`src/dbs_pkg.sv`:
```
`timescale 1ns / 1ps
// ----------------------------------------------------------------------------
// dbs_pkg: shared types and constants for the decimal subtractor
// Widths, digit limits, sequencer states and the digit unit result type.
// ----------------------------------------------------------------------------
package dbs_pkg;

  // storage sizing
  localparam int MAX_DIGITS = 64;
  localparam int CNT_W      = $clog2(MAX_DIGITS + 1);
  localparam int ADDR_W     = $clog2(MAX_DIGITS);
  localparam int DIGIT_W    = 4;

  localparam logic [DIGIT_W-1:0] DIGIT_MAX = 4'd9;
  localparam logic [DIGIT_W:0]   DEC_BASE  = 5'd10;

  typedef logic [DIGIT_W-1:0] digit_t;
  typedef logic [CNT_W-1:0]   cnt_t;
  typedef logic [ADDR_W-1:0]  addr_t;

  // sequencer states
  typedef enum logic [2:0] {
    ST_LOAD,
    ST_CMP_RD,
    ST_CMP_CHK,
    ST_SUB_INIT,
    ST_SUB_RD,
    ST_SUB_WR,
    ST_EMIT_RD,
    ST_EMIT_OUT
  } state_t;

  // digit unit result
  typedef struct packed {
    digit_t diff;
    logic   borrow;
  } alu_res_t;

  // digits above nine saturate
  function automatic digit_t clamp_digit(input digit_t d);
    clamp_digit = (d > DIGIT_MAX) ? DIGIT_MAX : d;
  endfunction

endpackage

```
`src/decimal_bignum_subtractor.sv`:
```
`timescale 1ns / 1ps
// ----------------------------------------------------------------------------
// decimal_bignum_subtractor: signed difference of two decimal numbers
// Digit-serial load, compare, ripple-borrow subtract and emit of the result.
// ----------------------------------------------------------------------------
// Digits enter one per beat, most significant first, first number (operation
// 0) then second (operation 1); leading zeros are dropped and digits past
// MAX_DIGITS are ignored. A digit is taken when start is high and busy low;
// busy stays low while loading. The beat carrying last on the second number
// starts the answer: busy rises and one shared digit subtract unit runs over
// the stored digits, first as a length check and then, only when the lengths
// match, a magnitude compare (read and check states per digit, stopping at
// the first differing digit), then a setup state, then the ripple subtract
// from the least significant digit (read and write states per digit), then
// the emit (read and output states per digit of the stripped difference),
// all bounded by the registered digit RAM reads. done marks each result
// digit for one cycle and the receiver cannot stall it; the last one has
// last_res set, negative holds on every digit, and equal inputs give a
// single zero. busy falls in the cycle that shows the last result digit.
// ----------------------------------------------------------------------------
module decimal_bignum_subtractor
  import dbs_pkg::*;
(
  input  logic   clk,
  input  logic   rst,
  input  logic   start,
  output logic   busy,
  input  logic   operation,
  input  digit_t digit,
  input  logic   last,
  output logic   done,
  output digit_t digit_res,
  output logic   negative,
  output logic   last_res
);

  state_t   state;
  state_t   state_next;

  cnt_t     first_count;
  cnt_t     second_count;
  cnt_t     idx;
  addr_t    p;
  addr_t    k;
  addr_t    start_idx;
  logic     swap;
  logic     borrow;

  digit_t   din;
  logic     accept;
  logic     first_we;
  logic     second_we;
  addr_t    first_raddr;
  addr_t    second_raddr;
  digit_t   first_rdata;
  digit_t   second_rdata;
  digit_t   diff_rdata;

  cnt_t     nb;
  cnt_t     ns;
  cnt_t     off;
  cnt_t     nb_m1;
  cnt_t     small_pos;
  logic     small_ok;
  addr_t    small_addr;
  logic     cnt_differ;
  logic     cmp_equal_done;
  logic     diff_nz;

  digit_t   alu_a;
  digit_t   alu_b;
  logic     alu_borrow_in;
  alu_res_t alu_res;

  // input beat and digit store enables
  assign accept    = start && !busy;
  assign din       = clamp_digit(digit);
  assign first_we  = accept && (operation == 1'b0) && !(first_count == '0 && din == '0)
                     && (first_count < CNT_W'(MAX_DIGITS));
  assign second_we = accept && (operation == 1'b1) && !(second_count == '0 && din == '0)
                     && (second_count < CNT_W'(MAX_DIGITS));

  // operand lengths and alignment of the smaller number
  assign nb             = swap ? second_count : first_count;
  assign ns             = swap ? first_count : second_count;
  assign off            = nb - ns;
  assign nb_m1          = nb - 1'b1;
  assign small_pos      = {1'b0, p} - off;
  assign small_ok       = ({1'b0, p} >= off);
  assign small_addr     = small_pos[ADDR_W-1:0];
  assign cnt_differ     = (first_count != second_count);
  assign cmp_equal_done = (idx == first_count);
  assign diff_nz        = (alu_res.diff != '0);

  // read address steering
  always_comb begin
    if (state == ST_CMP_RD || state == ST_CMP_CHK) begin
      first_raddr  = idx[ADDR_W-1:0];
      second_raddr = idx[ADDR_W-1:0];
    end else if (swap) begin
      first_raddr  = small_addr;
      second_raddr = p;
    end else begin
      first_raddr  = p;
      second_raddr = small_addr;
    end
  end

  // digit stores
  dbs_ram #(.WIDTH(DIGIT_W), .DEPTH(MAX_DIGITS)) u_first_ram (
    .clk   (clk),
    .we    (first_we),
    .waddr (first_count[ADDR_W-1:0]),
    .wdata (din),
    .raddr (first_raddr),
    .rdata (first_rdata)
  );

  dbs_ram #(.WIDTH(DIGIT_W), .DEPTH(MAX_DIGITS)) u_second_ram (
    .clk   (clk),
    .we    (second_we),
    .waddr (second_count[ADDR_W-1:0]),
    .wdata (din),
    .raddr (second_raddr),
    .rdata (second_rdata)
  );

  dbs_ram #(.WIDTH(DIGIT_W), .DEPTH(MAX_DIGITS)) u_diff_ram (
    .clk   (clk),
    .we    (state == ST_SUB_WR),
    .waddr (p),
    .wdata (alu_res.diff),
    .raddr (k),
    .rdata (diff_rdata)
  );

  // shared digit unit
  dbs_digit_alu u_alu (
    .a         (alu_a),
    .b         (alu_b),
    .borrow_in (alu_borrow_in),
    .res       (alu_res)
  );

  // next state
  always_comb begin
    state_next = state;
    unique case (state)
      ST_LOAD: begin
        if (accept && operation && last) begin
          state_next = ST_CMP_RD;
        end
      end
      ST_CMP_RD: begin
        if (cnt_differ) begin
          state_next = ST_SUB_INIT;
        end else if (cmp_equal_done) begin
          state_next = ST_LOAD;
        end else begin
          state_next = ST_CMP_CHK;
        end
      end
      ST_CMP_CHK: begin
        if (alu_res.borrow || diff_nz) begin
          state_next = ST_SUB_INIT;
        end else begin
          state_next = ST_CMP_RD;
        end
      end
      ST_SUB_INIT: state_next = ST_SUB_RD;
      ST_SUB_RD:   state_next = ST_SUB_WR;
      ST_SUB_WR: begin
        state_next = (p == '0) ? ST_EMIT_RD : ST_SUB_RD;
      end
      ST_EMIT_RD:  state_next = ST_EMIT_OUT;
      ST_EMIT_OUT: begin
        state_next = ({1'b0, k} == nb_m1) ? ST_LOAD : ST_EMIT_RD;
      end
      default:     state_next = ST_LOAD;
    endcase
  end

  // state outputs and digit unit operands
  always_comb begin
    busy          = 1'b1;
    alu_a         = first_rdata;
    alu_b         = second_rdata;
    alu_borrow_in = 1'b0;
    unique case (state) inside
      ST_LOAD: begin
        busy = 1'b0;
      end
      ST_SUB_RD, ST_SUB_WR: begin
        alu_a         = swap ? second_rdata : first_rdata;
        alu_b         = small_ok ? (swap ? first_rdata : second_rdata) : '0;
        alu_borrow_in = borrow;
      end
      default: begin
        alu_borrow_in = 1'b0;
      end
    endcase
  end

  // state register
  always_ff @(posedge clk) begin
    if (rst) begin
      state <= ST_LOAD;
    end else begin
      state <= state_next;
    end
  end

  // counts and strobe
  always_ff @(posedge clk) begin
    if (rst) begin
      first_count  <= '0;
      second_count <= '0;
      done         <= 1'b0;
    end else begin
      done <= (state == ST_EMIT_OUT)
              || (state == ST_CMP_RD && !cnt_differ && cmp_equal_done);
      if (first_we) begin
        first_count <= first_count + 1'b1;
      end
      if (second_we) begin
        second_count <= second_count + 1'b1;
      end
      if (state == ST_CMP_RD && !cnt_differ && cmp_equal_done) begin
        first_count  <= '0;
        second_count <= '0;
      end
      if (state == ST_EMIT_OUT) begin
        if ({1'b0, k} == nb_m1) begin
          first_count  <= '0;
          second_count <= '0;
        end
      end
    end
  end

  // sequencer datapath and result beat
  always_ff @(posedge clk) begin
    unique case (state)
      ST_LOAD: begin
        idx <= '0;
      end
      ST_CMP_RD: begin
        if (cnt_differ) begin
          swap <= (second_count > first_count);
        end else if (cmp_equal_done) begin
          digit_res <= '0;
          negative  <= 1'b0;
          last_res  <= 1'b1;
        end
      end
      ST_CMP_CHK: begin
        swap <= alu_res.borrow;
        idx  <= idx + 1'b1;
      end
      ST_SUB_INIT: begin
        p         <= nb_m1[ADDR_W-1:0];
        start_idx <= nb_m1[ADDR_W-1:0];
        borrow    <= 1'b0;
      end
      ST_SUB_RD: begin
        borrow <= borrow;
      end
      ST_SUB_WR: begin
        borrow <= alu_res.borrow;
        if (diff_nz) begin
          start_idx <= p;
        end
        if (p == '0) begin
          k <= diff_nz ? '0 : start_idx;
        end else begin
          p <= p - 1'b1;
        end
      end
      ST_EMIT_RD: begin
        k <= k;
      end
      ST_EMIT_OUT: begin
        digit_res <= diff_rdata;
        negative  <= swap;
        last_res  <= ({1'b0, k} == nb_m1);
        k         <= k + 1'b1;
      end
      default: begin
        idx <= '0;
      end
    endcase
  end

`ifndef SYNTH
  // every emit step shows one result digit
  a_emit_strobe: assert property (@(posedge clk) disable iff (rst)
    (state == ST_EMIT_OUT) |=> done)
    else $error("emit step did not raise done");

  // result digits of one answer are never on back-to-back cycles
  a_digit_gap: assert property (@(posedge clk) disable iff (rst)
    (done && !last_res) |=> !done)
    else $error("result digits not spaced");

  // the final digit of an answer leaves both numbers empty
  a_counts_clear: assert property (@(posedge clk) disable iff (rst)
    (done && last_res) |-> (first_count == '0 && second_count == '0))
    else $error("counts not cleared at end of answer");

  // a result is never shown while the block is mid-compare or mid-subtract
  a_no_stray_done: assert property (@(posedge clk) disable iff (rst)
    done |-> (state == ST_LOAD || state == ST_EMIT_RD))
    else $error("done outside an emit or idle cycle");
`endif

endmodule

```
`src/dbs_ram.sv`:
```
`timescale 1ns / 1ps
// ----------------------------------------------------------------------------
// dbs_ram: generic single-write, single-read RAM
// One write port and one read port, read data registered.
// ----------------------------------------------------------------------------
module dbs_ram #(
  parameter int WIDTH = 4,
  parameter int DEPTH = 64
) (
  input  logic                     clk,
  input  logic                     we,
  input  logic [$clog2(DEPTH)-1:0] waddr,
  input  logic [WIDTH-1:0]         wdata,
  input  logic [$clog2(DEPTH)-1:0] raddr,
  output logic [WIDTH-1:0]         rdata
);

  logic [WIDTH-1:0] mem [DEPTH];

  // write and registered read
  always_ff @(posedge clk) begin
    if (we) begin
      mem[waddr] <= wdata;
    end
    rdata <= mem[raddr];
  end

endmodule

```
`src/dbs_digit_alu.sv`:
```
`timescale 1ns / 1ps
// ----------------------------------------------------------------------------
// dbs_digit_alu: one decimal digit subtract with borrow
// Shared by the magnitude compare (borrow in zero) and the ripple subtract.
// ----------------------------------------------------------------------------
module dbs_digit_alu
  import dbs_pkg::*;
(
  input  digit_t   a,
  input  digit_t   b,
  input  logic     borrow_in,
  output alu_res_t res
);

  logic [DIGIT_W:0] sub;
  logic [DIGIT_W:0] wide_a;
  logic [DIGIT_W:0] lo;
  logic [DIGIT_W:0] hi;

  // a - (b + borrow), wrapping by ten when it goes negative
  always_comb begin
    wide_a = {1'b0, a};
    sub    = {1'b0, b} + {{DIGIT_W{1'b0}}, borrow_in};
    lo     = wide_a - sub;
    hi     = wide_a + DEC_BASE - sub;
    if (wide_a >= sub) begin
      res.diff   = lo[DIGIT_W-1:0];
      res.borrow = 1'b0;
    end else begin
      res.diff   = hi[DIGIT_W-1:0];
      res.borrow = 1'b1;
    end
  end

endmodule
```
`config.mk`:
```
export PLATFORM = sky130hd
export DESIGN_NAME = decimal_bignum_subtractor
export DESIGN_NICKNAME = d
export VERILOG_FILES = /design/src/dbs_pkg.sv /design/src/decimal_bignum_subtractor.sv /design/src/dbs_ram.sv /design/src/dbs_digit_alu.sv
export SDC_FILE = /design/constraint.sdc
export NUM_CORES = 1
export LEC_CHECK = 0
export BUFFER_PORTS_ARGS = -buffer_cell sky130_fd_sc_hd__buf_2
export CORE_MARGIN = 4
export CORE_UTILIZATION = 25
export CTS_BUF_LIST = sky130_fd_sc_hd__clkbuf_16
export DETAILED_ROUTE_END_ITERATION = 10
export PLACE_DENSITY_LB_ADDON = 0.2
export SYNTH_ARGS = -nofsm -noshare
export SYNTH_HDL_FRONTEND = slang
export SYNTH_SLANG_ARGS = --single-unit
```
`constraint.sdc`:
```
create_clock -name clk -period 14.8 [get_ports clk]
set_clock_uncertainty 0.15 [all_clocks]
set_input_delay 2.96 -clock clk [delete_from_list [all_inputs] [get_ports clk]]
set_output_delay 2.96 -clock clk [all_outputs]
set_load 0.02 [all_outputs]
```
==> impl_metrics.toml <==
[outcome]
status = "finished clean"

[cells_and_area]
final_cells = 4391
fin_util = 0.289
layout-drive-gt1-share = 0.134
fill_cells = 14221
syn_to_final_growth_pct = 14.7
stdcell_area_um2 = 40900
layout.nets = 2466

[synth]
synth_compound_area_frac = 0.0519
synth_adder_area_share = 0.0126
synth_largest_area_cell = "edfxtp_1"
synth_commonest_cells = "801 x edfxtp_1, 283 x nand2_1, 272 x nor2_1"
synth_cells = 2421
yosysUniqueCellTypes = 68
muxShareOfSynthArea = 0.113
synth_top_family_by_area = "multiplexers"
ys.warnings.count = 0
syn_avg_cell_area_um2 = 14.7
synthFlopType = "edfxtp_1"
synth-edff-count = 801
yosysSeqAreaShare = 0.692
ys_top_cells_by_area = "edfxtp_1 68%, mux4_2 6.6%, mux2i_1 3.5%"
synth-simple-area-share = 0.0967
async_reset_ff_frac = 0
yosysMostFrequentCell = "edfxtp_1"
synth_xor_area_frac = 0.0137
ys_ff_latch = 831
syn_area_um2 = 35600
syn_nets = 2464
yosysTopAreaCellShare = 0.675

[clock_tree]
cts_buffers = 92
clock_latency_ns = 0.71
cts_tree = "built"
root_buffer = "clkbuf_16"
cts-resized-gates = 0
clkTransAtPathRegs_ns = 0.06
h-tree-depth = 3
cts_hold_buffers = 0
clock-sinks = 831
cts_post_setup_buffers_inserted = 0
clockBufferDepth = 3

[global_routing]
grt_pass1_wl_um = 138000
grt_antenna_before_repair = 1
grt_usage = 0.123
overflow = 0
grt_pass1_vias = 20918
grt_max_degree = 80

[placement]
dp.cells = 4219
port_buffers = 16
dpl_cell_area_um2 = 37800
routabilityCongestion = 0.799
place_hpwl_um = 58500

[route]
via_per_inst = 4.60
wl_um = 92100
wire_per_inst_um = 21.0
remaining_drc_errors = 0
drtPass1Iterations = 7
ant_nets = 0
dr_total_vias = 20184
drt_iter0_markers = 1368

[floorplanning]
rows = 138
die_area_um2 = 149000
die_h_um = 385
ios = 17
dieWidth_um = 385
design.core.area_um2 = 142000
initial_core_util = 0.252

[power]
ir_drop_mv = 0.398
power_w = 0.00957
p_leak_nw = 13.1
power.density_nw_per_um2 = 234

[sta]
tns_ns = 0
tightestPinTransition_ns = 1.19
drv_slew = 0
hold_viol_final = 0
fmax_mhz = 146
slew_headroom = 0.204
fin_crit_ns = 6.87
rsz0062_at_grt = "no"
period_share = 0.464
setup_viol_count_final = 0

[setup_path]
cp.arrival_ns = 7.09
reg2reg_to = "start_idx[0]"
cp-start-kind = "register"
startpoint = "swap"
rrSetupSlack_ns = 7.93
r2r-start = "swap"
critical_path.endpoint_type = "register"
critPathRequiredTime_ns = 15.02
endpoint = "start_idx[0]"
critPathKind = "reg -> reg"
rr_worst_depth = 25
path_max_fanout = 47

[min_path]
hold_class = "reg -> reg"

[flow_run]
cap_violations = 0
-- layout by cell type (no fill, tap or decap), drive strengths merged, types with 30 or more instances in the layout --
cell and n:
mux2 35, edfxtp 801, mux2i 126, nand2 283
o21ai 73, and3 30, a21oi 47, nor2 275
nand3 98, inv 48, buf 48, dfxtp 30
clkbuf 93, mux4 105, clkinv 42, ha 31
-- final cells by class --
cell class	count	area, um2	area share
inverters	27	101	0.00248
multi-input cells	1423	10300	0.253
clock inverters	78	758	0.0186
repair buffers	48	323	0.00790
flip-flops and latches	831	24700	0.603
clock buffers	93	2330	0.0569
well taps	1890	2360	0.0579
diodes	1	2.50	0.0000612
-- worst max-delay path, cell delays in order (launching register included) --
cell and delay (ns):
edfxtp_1 0.32, buf_4 0.42, mux2i_1 0.37, inv_1 0.09, ha_1 0.32, a21oi_1 0.23, nor2b_1 0.07, o21ai_0 0.15
o221ai_1 0.15, xnor2_1 0.17, ha_1 0.36, o21ai_0 0.11, o21ai_0 0.11, o21ai_1 0.31, o21ai_0 0.17, a22o_1 0.24
ha_1 0.21, ha_1 0.36, ha_1 0.32, inv_1 0.06, ha_1 0.22, fa_1 0.44, xnor2_1 0.21, nor4_1 0.06
mux2i_1 0.51, a22o_1 0.38
-- stage by stage --
step / hold slack [ns] / setup slack [ns]
global placement: 0.426 / 7.96
floorplan: 0.332 / 6.82
finish: 0.419 / 7.93
global route: 0.441 / 7.28
CTS: 0.430 / 7.91
detailed placement: 0.420 / 7.91
-- worst min-delay path by stage --
stage | from | end | slack, ns | depth (start not counted)
after floorplan | u_diff_ram.rdata[0] | digit_res[0] | 0.33 | 1
after global placement | first_count[6] | first_count[6] | 0.43 | 2
after detailed placement | u_diff_ram.rdata[0] | digit_res[0] | 0.42 | 1
after CTS | u_diff_ram.rdata[0] | digit_res[0] | 0.43 | 1
after global routing | u_diff_ram.rdata[1] | digit_res[1] | 0.44 | 1
final | u_diff_ram.rdata[0] | digit_res[0] | 0.42 | 1
-- flip-flops by register name, indices dropped and copies added, names as in the netlist, 6 cells and up --
| register | flops |
|---|---|
| first_count | 7 |
| second_count | 7 |
| u_diff_ram.mem | 256 |
| u_second_ram.mem | 256 |
| start_idx | 6 |
| p | 6 |
| u_first_ram.mem | 256 |
| k | 6 |
| idx | 7 |
-- power breakdown --
part | switching (W) | total (W) | leakage (nW) | internal, W
Sequential | 0.0000640 | 0.00337 | 7.36 | 0.00331
Clock | 0.000946 | 0.00230 | 1.57 | 0.00136
Combinational | 0.00270 | 0.00390 | 4.20 | 0.00120
-- layer usage --
| layer | part of all wire | wire [um] | vias up | GRT usage |
|---|---|---|---|---|
| met5 | 0 | 0 | - | 0 |
| met4 | 0.028 | 2610 | 0 | 0.0412 |
| met3 | 0.046 | 4230 | 134 | 0.0227 |
| met2 | 0.48 | 44300 | 473 | 0.205 |
| met1 | 0.44 | 41000 | 10319 | 0.162 |
| li1 | - | - | 9258 | - |
-- cell families after synthesis --
family                   after synthesis
adder cells (fa/ha/maj)               34
AND/OR/NAND/NOR                      792
XOR/XNOR                              55
AO/OA/AOI/OAI                        276
multiplexers                         266
flip-flops                           831
buffers and inverters                167
No activity file was read; power rests on OpenSTA's default activity.
